**config.mk**
```make
export PLATFORM = sky130hd
export DESIGN_NAME = lhp_ctrl
export DESIGN_NICKNAME = d
export VERILOG_FILES = /design/src/rtl/core/lhp_pkg.sv /design/src/rtl/core/lhp_ctrl.sv
export SDC_FILE = /design/constraint.sdc
export NUM_CORES = 1
export LEC_CHECK = 0
export BUFFER_PORTS_ARGS = -buffer_cell sky130_fd_sc_hd__buf_2
export CAP_MARGIN = 20
export CELL_PAD_IN_SITES_DETAIL_PLACEMENT = 1
export CELL_PAD_IN_SITES_GLOBAL_PLACEMENT = 2
export CORE_UTILIZATION = 24
export DETAILED_ROUTE_END_ITERATION = 8
export PLACE_DENSITY = 0.76
export SLEW_MARGIN = 20
export SYNTH_ARGS = -nofsm -noshare
export SYNTH_HDL_FRONTEND = slang
export SYNTH_SLANG_ARGS = --single-unit
```
**constraint.sdc**
```tcl
create_clock -name clk -period 2.08 [get_ports clk]
set_clock_uncertainty 0.2 [all_clocks]
set_input_delay 0.104 -clock clk [delete_from_list [all_inputs] [get_ports clk]]
set_output_delay 0.104 -clock clk [all_outputs]
set_load 0.01 [all_outputs]
```
**src/rtl/core/lhp_pkg.sv**
```systemverilog
// shared types, constants and bucket functions for the latency histogram
`default_nettype none

package lhp_pkg;

  localparam int DEF_BUCKET_COUNT = 256;
  localparam int SUBS_PER_OCTAVE  = 4;
  localparam int DATA_W           = 64;
  localparam int BIDX_W           = 8;   // full bucket code before clamping
  localparam int TGT_W            = 71;  // holds count * 99 and seen * 100
  localparam int DIV_CNT_W        = 7;

  localparam logic [1:0] ACT_RECORD = 2'd0;
  localparam logic [1:0] ACT_REPORT = 2'd1;
  localparam logic [1:0] ACT_CLEAR  = 2'd2;

  typedef struct packed {
    logic rec_load;
    logic rec_read;
    logic rec_write;
    logic clear;
    logic rep_start;
    logic fin;
  } dp_cmd_t;

  typedef struct packed {
    logic cnt_zero;
    logic walk_done;
    logic div_done;
  } dp_stat_t;

  // leading one plus the two bits below it, four buckets per octave
  function automatic logic [BIDX_W-1:0] pick_bucket(input logic [DATA_W-1:0] v);
    logic [BIDX_W-1:0] idx;
    idx = '0;
    if (v[1]) begin
      idx = BIDX_W'(SUBS_PER_OCTAVE);
    end
    for (int m = 2; m < DATA_W; m++) begin
      if (v[m]) begin
        idx = BIDX_W'(SUBS_PER_OCTAVE * m) + {6'b0, v[m-1], v[m-2]};
      end
    end
    return idx;
  endfunction

  function automatic logic [DATA_W-1:0] upper_of(input logic [BIDX_W-1:0] b);
    logic [5:0]  m;
    logic [3:0]  base;
    logic [5:0]  sh;
    logic [67:0] wide;
    logic [DATA_W-1:0] res;
    m    = b[7:2];
    base = 4'd5 + {2'b0, b[1:0]};
    sh   = m - 6'd2;
    wide = {64'b0, base} << sh;
    if (m < 6'd2) begin
      res = DATA_W'(1) << m;
    end else if (|wide[67:64]) begin
      res = '1;
    end else begin
      res = wide[63:0];
    end
    return res;
  endfunction

endpackage

`default_nettype wire

```
**src/rtl/core/lhp_ctrl.sv**
```systemverilog
// controller: transaction handshakes and sequencing of record, clear and report
`default_nettype none

module lhp_ctrl
  import lhp_pkg::*;
(
  input  wire logic       clk,
  input  wire logic       rst,
  input  wire logic       in_valid,
  output logic            in_ready,
  input  wire logic [1:0] action,
  output logic            out_valid,
  input  wire logic       out_ready,
  output dp_cmd_t         cmd,
  input  wire dp_stat_t   stat
);

  typedef enum logic [4:0] {
    S_IDLE = 5'b00001,
    S_RIDX = 5'b00010,
    S_RWR  = 5'b00100,
    S_WALK = 5'b01000,
    S_FIN  = 5'b10000
  } state_t;

  state_t state, state_next;
  logic   out_valid_next;
  logic   acc;

  assign in_ready = (state == S_IDLE);
  assign acc      = in_valid && in_ready;

  always_comb begin
    state_next     = state;
    cmd            = '0;
    out_valid_next = out_valid && !out_ready;
    case (state)
      S_IDLE: begin
        if (acc) begin
          case (action)
            ACT_RECORD: begin
              cmd.rec_load = 1'b1;
              state_next   = S_RIDX;
            end
            ACT_REPORT: begin
              if (stat.cnt_zero) begin
                state_next = S_FIN;
              end else begin
                cmd.rep_start = 1'b1;
                state_next    = S_WALK;
              end
            end
            ACT_CLEAR: cmd.clear = 1'b1;
            default: ;
          endcase
        end
      end
      S_RIDX: begin
        cmd.rec_read = 1'b1;
        state_next   = S_RWR;
      end
      S_RWR: begin
        cmd.rec_write = 1'b1;
        state_next    = S_IDLE;
      end
      S_WALK: begin
        if (stat.walk_done && stat.div_done) begin
          state_next = S_FIN;
        end
      end
      S_FIN: begin
        // wait until the previous result has been taken
        if (!out_valid || out_ready) begin
          cmd.fin        = 1'b1;
          out_valid_next = 1'b1;
          state_next     = S_IDLE;
        end
      end
      default: state_next = S_IDLE;
    endcase
  end

  always_ff @(posedge clk) begin
    if (rst) begin
      state     <= S_IDLE;
      out_valid <= 1'b0;
    end else begin
      state     <= state_next;
      out_valid <= out_valid_next;
    end
  end

endmodule

`default_nettype wire

```
* Word-level counts from Yosys, hierarchy flattened
Index checks and enable logic that the tools add are counted.
** Word-level totals
- Output and inout port bits :: 8
- Input port bits :: 9
- Logic and storage cells :: 41
- Register bits after elaboration :: 6
** Operators by class
- Multiplexer cells :: 20
- Eq/ne operators :: 11
- Reductions and logical operators :: 8
** Operator list (count)
- $mux 5 :: 4
- $pmux 5 s4 :: 1
- $mux 1 :: 12
- $pmux 5 s2 :: 1
- $eq 5x1->1 const B :: 1
- $eq 5x2->1 const B :: 1
- $eq 5x3->1 const B :: 1
- $eq 5x4->1 const B :: 1
- $eq 5x5->1 const B :: 1
- $mux 2 :: 2
- $ne 2x2->1 const B :: 2
- $reduce_and 4->1 :: 1
- $logic_and 1x1->1 :: 3
- $ne 3x1->1 const B :: 1
- $eq 2x1->1 const B :: 1
- $eq 2x2->1 const B :: 1
- $logic_not 1->1 :: 2
- $logic_not 2->1 :: 1
- $ne 2x1->1 const B :: 1
- $logic_or 1x1->1 :: 1

* Logic depth before layout (Yosys ltp)
- Depth in word-level cells :: 4
- Depth in mapped cells :: 5
- Mapped depth without buffers :: 4

* Worst setup path before layout
No wires, ideal clock.
- Path kind :: flip-flop to output port
- Start point :: register state[2]
- End point :: output port cmd[5] (netlist bit)
- Data arrival time :: 1196 ps
- Data required time :: 1776 ps
- Cell stages (with the launch flop) :: 5
- Slack :: 580 ps
- Buffers on the path :: 1
- Path through :: dfxtp_1 -> nor2_2 -> and3_2 -> buf_6 -> nor4bb_1
** RTL lines
- start, declared :: line lhp_ctrl.sv:26 : state_t state, state_next;
- start signal, assigned :: line lhp_ctrl.sv:88 : state <= state_next;
- end, declared :: line lhp_ctrl.sv:14 : output dp_cmd_t cmd,

==> results_dict.tcl <==
set metrics [dict create \
    outcome "complete, no violations" \
    n_antenna_cell 0 \
    clock_sinks 6 \
    relSlewSlack_pct 79.3 \
    vias 400 \
    dr.pass1.iters 2 \
    yosysMostFrequentCell "dfxtp_1" \
    grt.overflow.total 0 \
    wl_per_cell_um 12.2 \
    pin_count 17 \
    ys_warn_count 0 \
    dieArea_mm2 0.00181 \
    layout_min_cycle_time_ps 1760 \
    max_freq_mhz 567 \
    vias_per_cell 5.19 \
    critPathKind "reg -> out" \
    synth.distinct_cells 30 \
    grt_usage_pct 12.1 \
    grt_max_degree 9 \
    setup-tns-final_ps 0 \
    die_w_um 42.6 \
    clock_latency_ps 250 \
    final_nets 72 \
    dp_hpwl_um 764 \
    crit_fanout 8 \
    start_util_pct 25.9 \
    postSynthAreaPerCell_um2 9.64 \
    power_density_mw_per_mm2 1070 \
    drt_iter0_drc 8 \
    hold_class "in -> reg" \
    syn_area_um2 395 \
    async_flop_share_pct 0 \
    io_buffer_count 16 \
    gp_congestion 0.699 \
    drive_gt1_share_pct 49.2 \
    clk_pin_slew_ps 40 \
    worstMarginPinSlew_ps 306 \
    syn_nets 50 \
    holdWs_ps 57.7 \
    peakVddDrop_v 0.000382 \
    ys_seq_area_share_pct 30.4 \
    critPathLaunchType "register" \
    worstPathArrival_ps 1460 \
    ys_ff_latch 6 \
    drc 0 \
    antenna_found_initial 0 \
    cp.required_ps 1780 \
    synthXorXnorAreaFrac_pct 2.22 \
    worstHoldPathCells 3 \
    synth_top_area_share_pct 30.4 \
    max-cap-violations 0 \
    wl_um 938 \
    rsz0062_at_grt "no" \
    ys.flop_type "dfxtp_1" \
    synthTopCellsByArea "dfxtp_1 (30%), and4bb_2 (6.3%), nand4bb_2 (4.1%)" \
    yosysTopAreaCell "dfxtp_1" \
    critPathCaptureType "output port" \
    cts_tree "built" \
    synth-adder-area-share_pct 0 \
    synth_mux_area_share_pct 0 \
    drtAntennaViolNets 0 \
    synthSimpleGateAreaFrac_pct 47.2 \
    reg2reg_depth 4 \
    synth_top_family_by_area "simple AND/OR/NAND/NOR gates" \
    setup_viol 0 \
    placementRows 14 \
    synth_compound_area_share_pct 14.6 \
    syn_inst 41 \
    report.final.slew_viol_count 0 \
    fp.coreArea_mm2 0.00152 \
    min_period_over_period_pct 84.8 \
    root_buffer "clkbuf_4" \
    first_global_vias 385 \
    die-height_um 42.6 \
    clockBufferDepth 2 \
    grt_pass1_wl_um 1640 \
    synth_edf_count 0 \
    p_leak_uw 0.000247 \
    hold_viol 0 \
    areaGrowthSynthToFinish_pct 33.9 \
    numCtsBuffers 3 \
    htreeDepth 1 \
]
-- power by group --
group / internal (uW) / switching [uW]
Sequential: 144 / 40.7
Combinational: 132 / 145
Clock: 65.3 / 42.3
-- sequential cells by signal, indices dropped and copies added, names as in the netlist --
name	count
state	5
out_valid	1
-- placed cells by master, fill, tap and decap left out, types with 2 or more instances in the layout --
cell type / n
dfxtp_1: 6
and3_2: 2
buf_2: 16
nand2b_1: 2
clkbuf_4: 3
nand2_1: 2
and4bb_2: 2
nand3_1: 2
a31oi_1: 2
dlygate4sd3_1: 3
-- worst max-delay path: stages, from the launching register on --
cell and delay [ps]:
dfxtp_1 320, nor2_2 230, and3_2 300, nor4bb_1 200, buf_2 170
-- kinds of logic (layout without fill, tap and decap cells) --
| kind of cell | count (synthesis) | count (layout) |
|---|---|---|
| AOI/OAI and AO/OA | 8 | 8 |
| xor gates and xnor gates | 1 | 1 |
| buffers and inverters | 3 | 23 |
| DFF | 6 | 6 |
| and+or+nand+nor | 23 | 23 |
-- final cells by class --
cell class,instances,area [um^2]
inverter,1,3.75
tap,16,20.0
clock buffer,3,22.5
sequential,6,120
timing repair buffer,19,110
fill,192,995
multi-input combinational,32,253
-- path summary, 6_finish.rpt --
check                            endpoint  slack (ps)  startpoint
worst max-delay path               cmd[5]         320    state[2]
worst max register to register  out_valid         450    state[3]
worst min register to register   state[4]         410    state[3]
worst min-delay path             state[0]          60    in_valid
-- per-stage QoR --
step / instances / util [%] / power, uW / setup slack (ps) / area [um^2]
2_1_floorplan: 41 / - / 412 / 580 / 395
3_3_place_gp: 71 / 31.3 / 463 / 494 / 477
3_5_place_dp: 71 / 31.3 / 460 / 503 / 477
4_1_cts: 77 / 34.7 / 575 / 306 / 529
5_1_grt: 77 / 34.7 / 619 / 133 / 529
6_report: 77 / 34.7 / 569 / 315 / 529
-- layer usage --
| metal | global-route usage [%] | part of all wire [%] | wire length, um | vias to the layer above |
|---|---|---|---|---|
| li1 | - | - | - | 203 |
| met1 | 15.9 | 49 | 457 | 179 |
| met2 | 17.8 | 43 | 403 | 16 |
| met3 | 5.17 | 6.9 | 65 | 2 |
| met4 | 3.75 | 1.3 | 12 | 0 |
| met5 | 0 | 0 | 0 | - |
-- what timing repair did --
item / CTS / global route
hold buffers: 3 / 0
hold endpoints to repair: 4 / 0
gates resized for setup: 0 / 0
setup buffers: 0 / 0
Power figures use the tool's default switching activity.
